[config.mk]
export PLATFORM = sky130hd
export DESIGN_NAME = two_channel_sync_demod_uart_reporter_core
export DESIGN_NICKNAME = d
export VERILOG_FILES = /design/src/rtl/core/tcsd_pkg.sv /design/src/rtl/core/two_channel_sync_demod_uart_reporter_core.sv /design/src/rtl/core/tcsd_ctrl.sv /design/src/rtl/core/tcsd_datapath.sv
export SDC_FILE = /design/constraint.sdc
export NUM_CORES = 1
export LEC_CHECK = 0
export ABC_CLOCK_PERIOD_IN_PS = 13450
export BUFFER_PORTS_ARGS = -buffer_cell sky130_fd_sc_hd__buf_4
export CAP_MARGIN = 20
export CORE_MARGIN = 4
export CORE_UTILIZATION = 49
export CTS_BUF_LIST = sky130_fd_sc_hd__clkbuf_4 sky130_fd_sc_hd__clkbuf_8
export CTS_CLUSTER_DIAMETER = 150
export CTS_CLUSTER_SIZE = 20
export DETAILED_ROUTE_END_ITERATION = 7
export GPL_TIMING_DRIVEN = 0
export PLACE_DENSITY = 0.73
export SETUP_SLACK_MARGIN = 0.02
export SYNTH_ARGS = -nofsm -noshare
export SYNTH_HDL_FRONTEND = slang
export SYNTH_SLANG_ARGS = --single-unit
[constraint.sdc]
create_clock -name clk -period 13.45 [get_ports clk]
set_clock_uncertainty 0.2 [all_clocks]
set_input_delay 4.035 -clock clk [delete_from_list [all_inputs] [get_ports clk]]
set_output_delay 4.035 -clock clk [all_outputs]
set_load 0.05 [all_outputs]
[src/rtl/core/tcsd_pkg.sv]
`default_nettype none

package tcsd_pkg;

    localparam int SAMPLES_PER_ROUND = 256;
    localparam int CNT_W             = $clog2(SAMPLES_PER_ROUND + 2);
    localparam int LINE_CHARS        = 9;
    localparam int CI_W              = 4;

    localparam int ADC_W       = 10;
    localparam int DIFF_W      = ADC_W + 2;
    localparam int ACC_W       = 16;
    localparam int SHIFT_W     = 4;
    localparam int CFG_IDX_W   = 2;
    localparam int CFG_DATA_W  = 10;
    localparam int S_TDATA_W   = 16;
    localparam int M_TDATA_W   = 8;
    localparam int PROD_W      = 32;
    localparam int RECIP_SHIFT = 19;

    // x / 10 == (x * RECIP_10) >> RECIP_SHIFT for every 16-bit x
    localparam logic [ACC_W-1:0] RECIP_10 = 16'hCCCD;

    localparam logic [CI_W-1:0] DIGIT_FIRST_POS = 4'd7;

    localparam logic [1:0] PH_SAMPLE_A = 2'd0;
    localparam logic [1:0] PH_SAMPLE_B = 2'd1;
    localparam logic [1:0] PH_SEND_A   = 2'd2;
    localparam logic [1:0] PH_SEND_B   = 2'd3;

    localparam logic [CFG_IDX_W-1:0] CFG_OFFSET_A  = 2'd0;
    localparam logic [CFG_IDX_W-1:0] CFG_OFFSET_B  = 2'd1;
    localparam logic [CFG_IDX_W-1:0] CFG_AVG_SHIFT = 2'd2;

    localparam logic [SHIFT_W-1:0] AVG_SHIFT_RESET = 4'd7;

    localparam logic [7:0] CH_SPACE = 8'h20;
    localparam logic [7:0] CH_ZERO  = 8'h30;
    localparam logic [7:0] CH_A     = 8'h41;
    localparam logic [7:0] CH_B     = 8'h42;
    localparam logic [7:0] CH_COMMA = 8'h2C;
    localparam logic [7:0] CH_NL    = 8'h0A;

    typedef struct packed {
        logic capture;
        logic exec;
        logic lp_load;
        logic digit;
        logic out_load;
    } tcsd_cmd_t;

    typedef struct packed {
        logic line_start;
        logic v_zero;
        logic out_free;
    } tcsd_stat_t;

endpackage

`default_nettype wire

[src/rtl/core/two_channel_sync_demod_uart_reporter_core.sv]
// Channel   Direction  Handshake                     Payload
// s_axis    in         s_axis_tvalid / s_axis_tready tuser: action, tdata: adc_sample
// m_axis    out        m_axis_tvalid / m_axis_tready tdata: line, drives, start, phase, done
// cfg       in         cfg_we (no back-pressure)     cfg_index, cfg_data
//
// An ordinary request goes through accept, execute the step, load the result register.
// A request that opens a report line adds steps: forming the low-pass value and its shift,
// then the decimal digits, one at a time, from a reciprocal multiply, and a step to see the
// value exhausted.
// Reset (rst_n, asynchronous) puts the block in channel A sampling with count 1, tx high.
// A stalled result holds in the output register; the next request is accepted meanwhile
// and waits in its final step until the register frees.
`default_nettype none

module two_channel_sync_demod_uart_reporter_core (
    input  wire                                clk,
    input  wire                                rst_n,
    input  wire                                s_axis_tvalid,
    output logic                               s_axis_tready,
    // [9:0] adc_sample, [15:10] zero
    input  wire [tcsd_pkg::S_TDATA_W-1:0]      s_axis_tdata,
    // [0] action
    input  wire                                s_axis_tuser,
    output logic                               m_axis_tvalid,
    input  wire                                m_axis_tready,
    // [0] tx_line, [1] drive_a, [2] drive_b, [3] start_conversion, [5:4] phase,
    // [6] char_done, [7] zero
    output logic [tcsd_pkg::M_TDATA_W-1:0]     m_axis_tdata,
    input  wire                                cfg_we,
    input  wire [tcsd_pkg::CFG_IDX_W-1:0]      cfg_index,
    input  wire [tcsd_pkg::CFG_DATA_W-1:0]     cfg_data
);

    tcsd_pkg::tcsd_cmd_t  cmd;
    tcsd_pkg::tcsd_stat_t stat;

    // sequencer: accept, execute, optional line formatting, result hand-off
    tcsd_ctrl u_ctrl (
        .clk     (clk),
        .rst_n   (rst_n),
        .s_valid (s_axis_tvalid),
        .s_ready (s_axis_tready),
        .stat    (stat),
        .cmd     (cmd)
    );

    // demodulator, line buffer, UART shifter and result register
    tcsd_datapath u_dp (
        .clk       (clk),
        .rst_n     (rst_n),
        .cmd       (cmd),
        .stat      (stat),
        .in_action (s_axis_tuser),
        .in_sample (s_axis_tdata[tcsd_pkg::ADC_W-1:0]),
        .cfg_we    (cfg_we),
        .cfg_index (cfg_index),
        .cfg_data  (cfg_data),
        .out_valid (m_axis_tvalid),
        .out_ready (m_axis_tready),
        .out_data  (m_axis_tdata)
    );

endmodule

`default_nettype wire

[src/rtl/core/tcsd_ctrl.sv]
`default_nettype none

module tcsd_ctrl (
    input  wire                 clk,
    input  wire                 rst_n,
    input  wire                 s_valid,
    output logic                s_ready,
    input  tcsd_pkg::tcsd_stat_t stat,
    output tcsd_pkg::tcsd_cmd_t  cmd
);

    typedef enum logic [4:0] {
        S_IDLE  = 5'b00001,
        S_EXEC  = 5'b00010,
        S_LP    = 5'b00100,
        S_DIGIT = 5'b01000,
        S_OUT   = 5'b10000
    } state_t;

    state_t state_reg;
    state_t state_next;

    always_ff @(posedge clk or negedge rst_n)
    begin
        if (!rst_n)
        begin
            state_reg <= S_IDLE;
        end
        else
        begin
            state_reg <= state_next;
        end
    end

    always_comb
    begin
        state_next   = state_reg;
        cmd          = '0;
        s_ready      = 1'b0;
        unique case (state_reg)
            S_IDLE:
            begin
                s_ready     = 1'b1;
                cmd.capture = s_valid;
                if (s_valid)
                begin
                    state_next = S_EXEC;
                end
            end
            S_EXEC:
            begin
                cmd.exec   = 1'b1;
                state_next = stat.line_start ? S_LP : S_OUT;
            end
            S_LP:
            begin
                cmd.lp_load = 1'b1;
                state_next  = S_DIGIT;
            end
            S_DIGIT:
            begin
                cmd.digit = 1'b1;
                if (stat.v_zero)
                begin
                    state_next = S_OUT;
                end
            end
            S_OUT:
            begin
                cmd.out_load = stat.out_free;
                if (stat.out_free)
                begin
                    state_next = S_IDLE;
                end
            end
            default:
            begin
                state_next = S_IDLE;
            end
        endcase
    end

endmodule

`default_nettype wire

[src/rtl/core/tcsd_datapath.sv]
`default_nettype none

module tcsd_datapath (
    input  wire                                    clk,
    input  wire                                    rst_n,
    input  tcsd_pkg::tcsd_cmd_t                     cmd,
    output tcsd_pkg::tcsd_stat_t                    stat,
    input  wire                                    in_action,
    input  wire [tcsd_pkg::ADC_W-1:0]              in_sample,
    input  wire                                    cfg_we,
    input  wire [tcsd_pkg::CFG_IDX_W-1:0]          cfg_index,
    input  wire [tcsd_pkg::CFG_DATA_W-1:0]         cfg_data,
    output logic                                   out_valid,
    input  wire                                    out_ready,
    output logic [tcsd_pkg::M_TDATA_W-1:0]         out_data
);

    // item latched at accept
    logic                        action_reg;
    logic [tcsd_pkg::ADC_W-1:0]  sample_in_reg;

    // configuration
    logic [tcsd_pkg::ADC_W-1:0]   offset_a_reg;
    logic [tcsd_pkg::ADC_W-1:0]   offset_b_reg;
    logic [tcsd_pkg::SHIFT_W-1:0] avg_shift_reg;

    // block state
    logic [1:0]                  phase_reg,   phase_next;
    logic [tcsd_pkg::CNT_W-1:0]  cnt_reg,     cnt_next;
    logic [tcsd_pkg::ADC_W-1:0]  prev_reg,    prev_next;
    logic [tcsd_pkg::ADC_W-1:0]  cur_reg,     cur_next;
    logic [tcsd_pkg::ACC_W-1:0]  acc_reg  [2];
    logic [tcsd_pkg::ACC_W-1:0]  acc_next [2];
    logic [tcsd_pkg::ACC_W-1:0]  lp_reg   [2];
    logic [tcsd_pkg::ACC_W-1:0]  lp_next  [2];
    logic [7:0]                  line_reg  [tcsd_pkg::LINE_CHARS];
    logic [7:0]                  line_next [tcsd_pkg::LINE_CHARS];
    logic [tcsd_pkg::CI_W-1:0]   ci_reg,      ci_next;
    logic [3:0]                  bc_reg,      bc_next;
    logic [7:0]                  txsh_reg,    txsh_next;
    logic                        drive_reg,   drive_next;
    logic                        tx_reg,      tx_next;
    logic                        start_reg,   start_next;
    logic                        done_reg,    done_next;
    logic                        line_ch_reg, line_ch_next;
    logic [tcsd_pkg::ACC_W-1:0]  v_reg,       v_next;
    logic [tcsd_pkg::CI_W-1:0]   pos_reg,     pos_next;

    // output register
    logic                           m_valid_reg, m_valid_next;
    logic [tcsd_pkg::M_TDATA_W-1:0] m_data_reg,  m_data_next;

    logic                        ch;
    logic [tcsd_pkg::ADC_W-1:0]  offset_sel;
    logic [tcsd_pkg::DIFF_W-1:0] diff;
    logic                        round_end;
    logic                        line_end;
    logic                        open_line;
    logic                        open_ch;
    logic [tcsd_pkg::PROD_W-1:0] prod;
    logic [tcsd_pkg::ACC_W-1:0]  quot;
    logic [tcsd_pkg::ACC_W-1:0]  rem;

    assign ch         = phase_reg[0];
    assign offset_sel = ch ? offset_b_reg : offset_a_reg;
    assign diff       = {2'b00, cur_reg} - {2'b00, sample_in_reg} - {2'b00, offset_sel};
    assign round_end  = (cnt_reg > tcsd_pkg::CNT_W'(tcsd_pkg::SAMPLES_PER_ROUND));
    assign line_end   = (ci_reg >= tcsd_pkg::CI_W'(tcsd_pkg::LINE_CHARS));

    // a line opens when channel B's round ends or when line A has been sent
    assign open_line  = (!action_reg && phase_reg == tcsd_pkg::PH_SAMPLE_B && round_end)
                     || (action_reg && phase_reg == tcsd_pkg::PH_SEND_A && line_end);
    assign open_ch    = action_reg;

    assign prod = tcsd_pkg::PROD_W'(v_reg) * tcsd_pkg::PROD_W'(tcsd_pkg::RECIP_10);
    assign quot = tcsd_pkg::ACC_W'(prod[tcsd_pkg::PROD_W-1:tcsd_pkg::RECIP_SHIFT]);
    assign rem  = v_reg - ({quot[tcsd_pkg::ACC_W-4:0], 3'b000} + {quot[tcsd_pkg::ACC_W-2:0], 1'b0});

    assign stat.line_start = open_line;
    assign stat.v_zero     = (v_reg == '0);
    assign stat.out_free   = !m_valid_reg || out_ready;

    assign out_valid = m_valid_reg;
    assign out_data  = m_data_reg;

    always_comb
    begin
        phase_next   = phase_reg;
        cnt_next     = cnt_reg;
        prev_next    = prev_reg;
        cur_next     = cur_reg;
        acc_next     = acc_reg;
        lp_next      = lp_reg;
        line_next    = line_reg;
        ci_next      = ci_reg;
        bc_next      = bc_reg;
        txsh_next    = txsh_reg;
        drive_next   = drive_reg;
        tx_next      = tx_reg;
        start_next   = start_reg;
        done_next    = done_reg;
        line_ch_next = line_ch_reg;
        v_next       = v_reg;
        pos_next     = pos_reg;

        if (cmd.exec)
        begin
            start_next = 1'b0;
            done_next  = 1'b0;
            if (!action_reg)
            begin
                if (!phase_reg[1])
                begin
                    prev_next = cur_reg;
                    cur_next  = sample_in_reg;
                    if (!round_end)
                    begin
                        // accumulate on even counts, drop negative differences
                        if (!cnt_reg[0] && !diff[tcsd_pkg::DIFF_W-1])
                        begin
                            acc_next[ch] = acc_reg[ch]
                                         + tcsd_pkg::ACC_W'(diff[tcsd_pkg::ADC_W-1:0]);
                        end
                        cnt_next   = cnt_reg + 1'b1;
                        drive_next = ~drive_reg;
                        start_next = 1'b1;
                    end
                    else if (!ch)
                    begin
                        phase_next  = tcsd_pkg::PH_SAMPLE_B;
                        acc_next[1] = '0;
                        cnt_next    = tcsd_pkg::CNT_W'(1);
                        prev_next   = '0;
                        cur_next    = '0;
                        drive_next  = 1'b0;
                        tx_next     = 1'b1;
                        start_next  = 1'b1;
                    end
                end
            end
            else if (phase_reg[1])
            begin
                if (!line_end)
                begin
                    if (bc_reg == 4'd0)
                    begin
                        tx_next   = 1'b0;
                        txsh_next = line_reg[ci_reg];
                        bc_next   = 4'd1;
                    end
                    else if (bc_reg >= 4'd9)
                    begin
                        tx_next   = 1'b1;
                        bc_next   = 4'd0;
                        ci_next   = ci_reg + 1'b1;
                        done_next = 1'b1;
                    end
                    else
                    begin
                        tx_next   = txsh_reg[0];
                        txsh_next = {1'b0, txsh_reg[7:1]};
                        bc_next   = bc_reg + 1'b1;
                    end
                end
                else if (phase_reg == tcsd_pkg::PH_SEND_B)
                begin
                    phase_next  = tcsd_pkg::PH_SAMPLE_A;
                    acc_next[0] = '0;
                    cnt_next    = tcsd_pkg::CNT_W'(1);
                    prev_next   = '0;
                    cur_next    = '0;
                    drive_next  = 1'b0;
                    tx_next     = 1'b1;
                    start_next  = 1'b1;
                end
            end

            if (open_line)
            begin
                lp_next[open_ch] = {1'b0, lp_reg[open_ch][tcsd_pkg::ACC_W-1:1]}
                                 + {1'b0, acc_reg[open_ch][tcsd_pkg::ACC_W-1:1]};
                for (int i = 0; i < tcsd_pkg::LINE_CHARS; i++)
                begin
                    line_next[i] = tcsd_pkg::CH_SPACE;
                end
                line_next[0] = open_ch ? tcsd_pkg::CH_B : tcsd_pkg::CH_A;
                line_next[tcsd_pkg::LINE_CHARS-1] = open_ch ? tcsd_pkg::CH_NL
                                                            : tcsd_pkg::CH_COMMA;
                line_ch_next = open_ch;
                phase_next   = {1'b1, open_ch};
                ci_next      = '0;
                tx_next      = 1'b1;
            end
        end

        if (cmd.lp_load)
        begin
            v_next   = lp_reg[line_ch_reg] >> avg_shift_reg;
            pos_next = tcsd_pkg::DIGIT_FIRST_POS;
        end

        if (cmd.digit)
        begin
            if (v_reg == '0)
            begin
                if (pos_reg == tcsd_pkg::DIGIT_FIRST_POS)
                begin
                    line_next[tcsd_pkg::DIGIT_FIRST_POS] = tcsd_pkg::CH_ZERO;
                end
            end
            else
            begin
                line_next[pos_reg] = tcsd_pkg::CH_ZERO + {4'b0000, rem[3:0]};
                v_next             = quot;
                pos_next           = pos_reg - 1'b1;
            end
        end
    end

    always_comb
    begin
        m_data_next  = m_data_reg;
        m_valid_next = m_valid_reg;
        if (cmd.out_load)
        begin
            m_valid_next = 1'b1;
            m_data_next  = {1'b0, done_reg, phase_reg, start_reg,
                            (phase_reg == tcsd_pkg::PH_SAMPLE_B) && drive_reg,
                            (phase_reg == tcsd_pkg::PH_SAMPLE_A) && drive_reg,
                            tx_reg};
        end
        else if (out_ready)
        begin
            m_valid_next = 1'b0;
        end
    end

    always_ff @(posedge clk)
    begin
        if (cmd.capture)
        begin
            action_reg    <= in_action;
            sample_in_reg <= in_sample;
        end
        line_reg   <= line_next;
        m_data_reg <= m_data_next;
        v_reg      <= v_next;
        pos_reg    <= pos_next;
        txsh_reg   <= txsh_next;
    end

    always_ff @(posedge clk or negedge rst_n)
    begin
        if (!rst_n)
        begin
            offset_a_reg  <= '0;
            offset_b_reg  <= '0;
            avg_shift_reg <= tcsd_pkg::AVG_SHIFT_RESET;
        end
        else if (cfg_we)
        begin
            unique case (cfg_index)
                tcsd_pkg::CFG_OFFSET_A:  offset_a_reg  <= cfg_data;
                tcsd_pkg::CFG_OFFSET_B:  offset_b_reg  <= cfg_data;
                tcsd_pkg::CFG_AVG_SHIFT: avg_shift_reg <= cfg_data[tcsd_pkg::SHIFT_W-1:0];
                default:
                begin
                end
            endcase
        end
    end

    always_ff @(posedge clk or negedge rst_n)
    begin
        if (!rst_n)
        begin
            phase_reg   <= tcsd_pkg::PH_SAMPLE_A;
            cnt_reg     <= tcsd_pkg::CNT_W'(1);
            prev_reg    <= '0;
            cur_reg     <= '0;
            acc_reg[0]  <= '0;
            acc_reg[1]  <= '0;
            lp_reg[0]   <= '0;
            lp_reg[1]   <= '0;
            ci_reg      <= '0;
            bc_reg      <= '0;
            drive_reg   <= 1'b0;
            tx_reg      <= 1'b1;
            start_reg   <= 1'b0;
            done_reg    <= 1'b0;
            line_ch_reg <= 1'b0;
            m_valid_reg <= 1'b0;
        end
        else
        begin
            phase_reg   <= phase_next;
            cnt_reg     <= cnt_next;
            prev_reg    <= prev_next;
            cur_reg     <= cur_next;
            acc_reg     <= acc_next;
            lp_reg      <= lp_next;
            ci_reg      <= ci_next;
            bc_reg      <= bc_next;
            drive_reg   <= drive_next;
            tx_reg      <= tx_next;
            start_reg   <= start_next;
            done_reg    <= done_next;
            line_ch_reg <= line_ch_next;
            m_valid_reg <= m_valid_next;
        end
    end

endmodule

`default_nettype wire

# After elaboration in Yosys (flattened, before gate mapping)
# Cells that the tools add are included.
word_totals:
  ff_bits: 246
  inputBits: 34
  out_inout_bits: 10
classes:
  add_sub_neg: 11
  multipliers: 1
  n_lt_le_gt_ge: 11
  eq_ne: 30
  n_shift: 1
  n_mux: 122
  bitwise_logic: 9
  n_reduce_logical: 41
op_table:
  columns: ["op", "count"]
  rows:
  - ["$mux 16", 24]
  - ["$mux 72", 3]
  - ["$mux 10", 8]
  - ["$bwmux 72", 1]
  - ["$bwmux 32", 2]
  - ["$mux 32", 2]
  - ["$mux 8", 8]
  - ["$mux 9", 7]
  - ["$mux 56", 1]
  - ["$mux 4", 11]
  - ["$mux 1", 38]
  - ["$bmux 8 s4", 1]
  - ["$demux 16 s1", 2]
  - ["$demux 8 s4", 1]
  - ["$mul 16x16->32 const B", 1]
  - ["$pmux 5 s5", 1]
  - ["$reduce_and 6->1", 4]
  - ["$mux 5", 4]
  - ["$add 15x15->16", 1]
  - ["$add 16x10->16", 1]
  - ["$logic_not 16->1", 1]
  - ["$shr 16x4->16", 1]
  - ["$reduce_and 5->1", 3]
  - ["$mux 2", 7]
  - ["42 further kinds", 93]

# Longest topological paths before layout
logic_depth:
  ltp_word: 10
  ltp_mapped: 25

# Modules after synthesis
# A second synthesis with hierarchy kept.
unflattened:
  cells_unflattened: 1809
  area_unflattened_um2: 17884.7
by_module_without_submodules:
  columns: ["module", "n_inst", "cells_each", "area_per_inst_um2", "seq_area_each_um2"]
  rows:
  - ["tcsd_datapath", 1, 1779, 17589.4, 5706.7]
  - ["tcsd_ctrl", 1, 30, 295.3, 126.4]

# Least setup slack after synthesis
# Ideal clock, no wire load.
synth_timing:
  kind: "reg-to-reg"
  start: "reg u_dp.v_reg[6] (netlist bit)"
  end: "reg u_dp.line_reg[11] (netlist bit)"
  arrival_ps: 5725
  slack_ps: 7388
  stages_incl_launch_ff: 23
  synth_period_minus_slack_ps: 6062
  path_cell_list: "dfxtp_1 inv_1 ha_1 inv_1 fa_1 inv_1 fa_1 fa_1 fa_1 inv_1 fa_1 inv_1 ha_1 a21o_1 a21o_1 o31a_1 nor2_1 xnor2_1 ha_1 a21oi_1 xnor2_1 xnor2_1 o21ai_0"
synth_rtl:
  columns: ["element", "line", "source"]
  rows:
  - ["start, declared", "tcsd_datapath.sv:46", "logic [tcsd_pkg::ACC_W-1:0] v_reg, v_next;"]
  - ["start signal, assigned", "tcsd_datapath.sv:247", "v_reg <= v_next;"]
  - ["end signal, assigned", "tcsd_datapath.sv:245", "line_reg <= line_next;"]
  - ["end, declared", "tcsd_datapath.sv:36", "logic [7:0] line_reg [tcsd_pkg::LINE_CHARS];"]

==> metrics <==
post-cts sizing count=0; detailed placement HPWL=31600 µm; Synth area leader=dfrtp_1; Max VDD drop=111 µV; CTS tree=built; CP required=13.63 ns; final std cells w/o fill=2336; sequential share of the synthesized area=0.327; die width=199 µm; Initial Utilization=0.499; EDFF count, synth=26; Std-Cell Rows=69; vias in the first global route=13.4k; Reg2Reg Setup Slack=5.88 ns; TritonCTS sink count=246; Worst Slack Setup Final=5.88 ns; number of flip-flops in the largest register=72; Iter 0 DRT Violations=765; worst slack at placement=6.04 ns; Synth Instances=1807; Ys Warns=0; antenna violations before repair=0; status=complete, no violations; fmax=132 MHz; ANT cells=0; # Post-CTS Setup Buffers=0; final setup TNS=0 ns; hold_buf cts=0; layout cells sized above 1=0.115; Rel. slew slack=0.330; commonest cells in the netlist=inv_1 (223), ha_1 (202), nand2_1 (185); drc violations=0; WL per Instance=17.2 µm; CTS clock-pin slew for the worst setup and hold paths=0.14 ns; RD Place Congestion=0.916; H-tree depth=1; Num CTS Buffers=16; first-pass iteration count of the detailed router=5; vias=13.1k; top cell type's share of synthesized area=0.171; largest net degree at the start of global routing=84; critical path class=register to register; hold crit path type=register to register; GRT Residual Overflow=0; DIE AREA=39500 µm²; DR vias/cell=5.62; Area Growth Syn to Fin=6.87%; Core Region=35700 µm²; GRT Overall Usage=0.206; fin crit share=0.562; Final Slew Violations=0; # Max-Cap Violations=0; FFs w/ async S/R, synth=0.520; setup violators final=0; Yosys cell types=80; DRT Wirelength=40200 µm; nets=2185; Post-Syn Nets=2127; Placed Area=18700 µm²; cell area after synthesis=17800 µm²; #FFs+latches synth=246; critical path launch point type=register; final core utilization=0.533; Crit Path Max Fanout=9; Critical Path Sink Type=register; RSZ-0062 raised after global routing=false; Buffers on Ports=36; power per cell area=110 nW/µm²; Worst-Skew Late Latency=0.57 ns; io pins=44; placed insts=2308; largest cells by area after synthesis=dfrtp_1 (17%), ha_1 (14%), dfxtp_1 (10%), fa_1 (9.4%), mux2_2 (5.2%); DRT antenna net count=0; critical path arrival=7.74 ns; die span in y=199 µm; Mapped Avg Cell Area=9.87 µm²; Hold Vio Cnt, Final=0; Worst Max-Slew Pin Slew=1.00 ns; global-route wire length before repair=66800 µm; Synth Flop Type=dfrtp_1; fill count=3191; clock tree buffer depth=3; cell area after layout=19100 µm²; most numerous cell in the Yosys netlist=inv_1; Leak Pwr=9.05 nW; CTS root buf=clkbuf_8; fin crit period=7.57 ns
==> worst max-delay path, cell delays in order, from the launching register on <==
cell      delay (ns)
dfxtp_1         0.58
inv_1           0.09
ha_1            0.34
inv_1           0.11
fa_1            0.55
inv_1           0.06
fa_1            0.52
fa_1            0.54
fa_1            0.54
inv_1           0.05
fa_1            0.53
inv_1           0.04
ha_1            0.28
and4_1          0.25
a21boi_0        0.58
o31a_1          0.26
nor2_1          0.07
xnor2_1         0.25
ha_1            0.31
a21oi_1         0.17
xnor2_1         0.10
xnor2_1         0.71
o21ai_0         0.22
==> logic make-up after synthesis <==
| logic type | Yosys count | share of synthesized area |
|---|---|---|
| multiplexers | 155 | 0.115 |
| XOR/XNOR | 54 | 0.0265 |
| AND/OR/NAND/NOR | 465 | 0.122 |
| other | 1 | 0.000210 |
| adder cells (fa/ha/maj) | 286 | 0.236 |
| buffers and inverters | 288 | 0.0627 |
| flip-flops | 246 | 0.327 |
| AO/OA/AOI/OAI | 312 | 0.111 |
==> worst paths after layout <==
check | from | to | cells past startpoint
setup / recovery | u_dp.v_reg[7]$_DFF_P_ | u_dp.line_reg[43]$_DFF_P_ | 22
hold reg to reg | u_dp.line_reg[60]$_DFF_P_ | u_dp.line_reg[60]$_DFF_P_ | 2
hold / removal | u_dp.line_reg[60]$_DFF_P_ | u_dp.line_reg[60]$_DFF_P_ | 2
max in group asynchronous | rst_n | u_dp.avg_shift_reg[2]$_DFFE_PN1P_ | 2
setup reg to reg | u_dp.v_reg[7]$_DFF_P_ | u_dp.line_reg[43]$_DFF_P_ | 22
min in group asynchronous | rst_n | u_dp.cur_reg[9]$_DFFE_PN0P_ | 1
==> area by class of cell <==
cell class | count | area, µm² | share of cell area
multi-input combinational | 1273 | 10900 | 0.571
tap | 461 | 577 | 0.0303
clock inverter | 1 | 16.3 | 0.000853
sequential | 246 | 5830 | 0.306
timing repair buffer | 40 | 323 | 0.0169
inverter | 226 | 848 | 0.0445
buffer | 62 | 270 | 0.0142
clock buffer | 27 | 309 | 0.0162
==> metal layers <==
metal,wire length [µm],global-route usage
met5,0,0
met3,1480,0.0186
met4,1240,0.0590
met1,17400,0.271
met2,20000,0.363
==> placed cells by master, fill, tap and decap left out, drive strengths merged, types with 35 or more instances in the layout <==
master    n
inv     225
ha      202
nand2   186
dfrtp   122
o21ai   112
nor2     95
dfxtp    92
mux2     86
fa       84
a21oi    71
clkbuf   66
buf      62
nand3    51
mux2i    38
xnor2    35
==> power by group <==
part / internal, mW / total (mW) / switching (mW)
Clock: 0.150 / 0.397 / 0.247
Combinational: 0.362 / 0.860 / 0.498
Sequential: 0.802 / 0.837 / 0.0343
==> per-stage QoR <==
step | hold slack, ns | total power [mW]
CTS | 0.252 | 2.10
global placement | 0.218 | 1.67
floorplan | 0.205 | 1.51
detailed placement | 0.226 | 1.70
finish | 0.251 | 2.09
global route | 0.272 | 2.24
No activity file was read; power rests on OpenSTA's default activity.
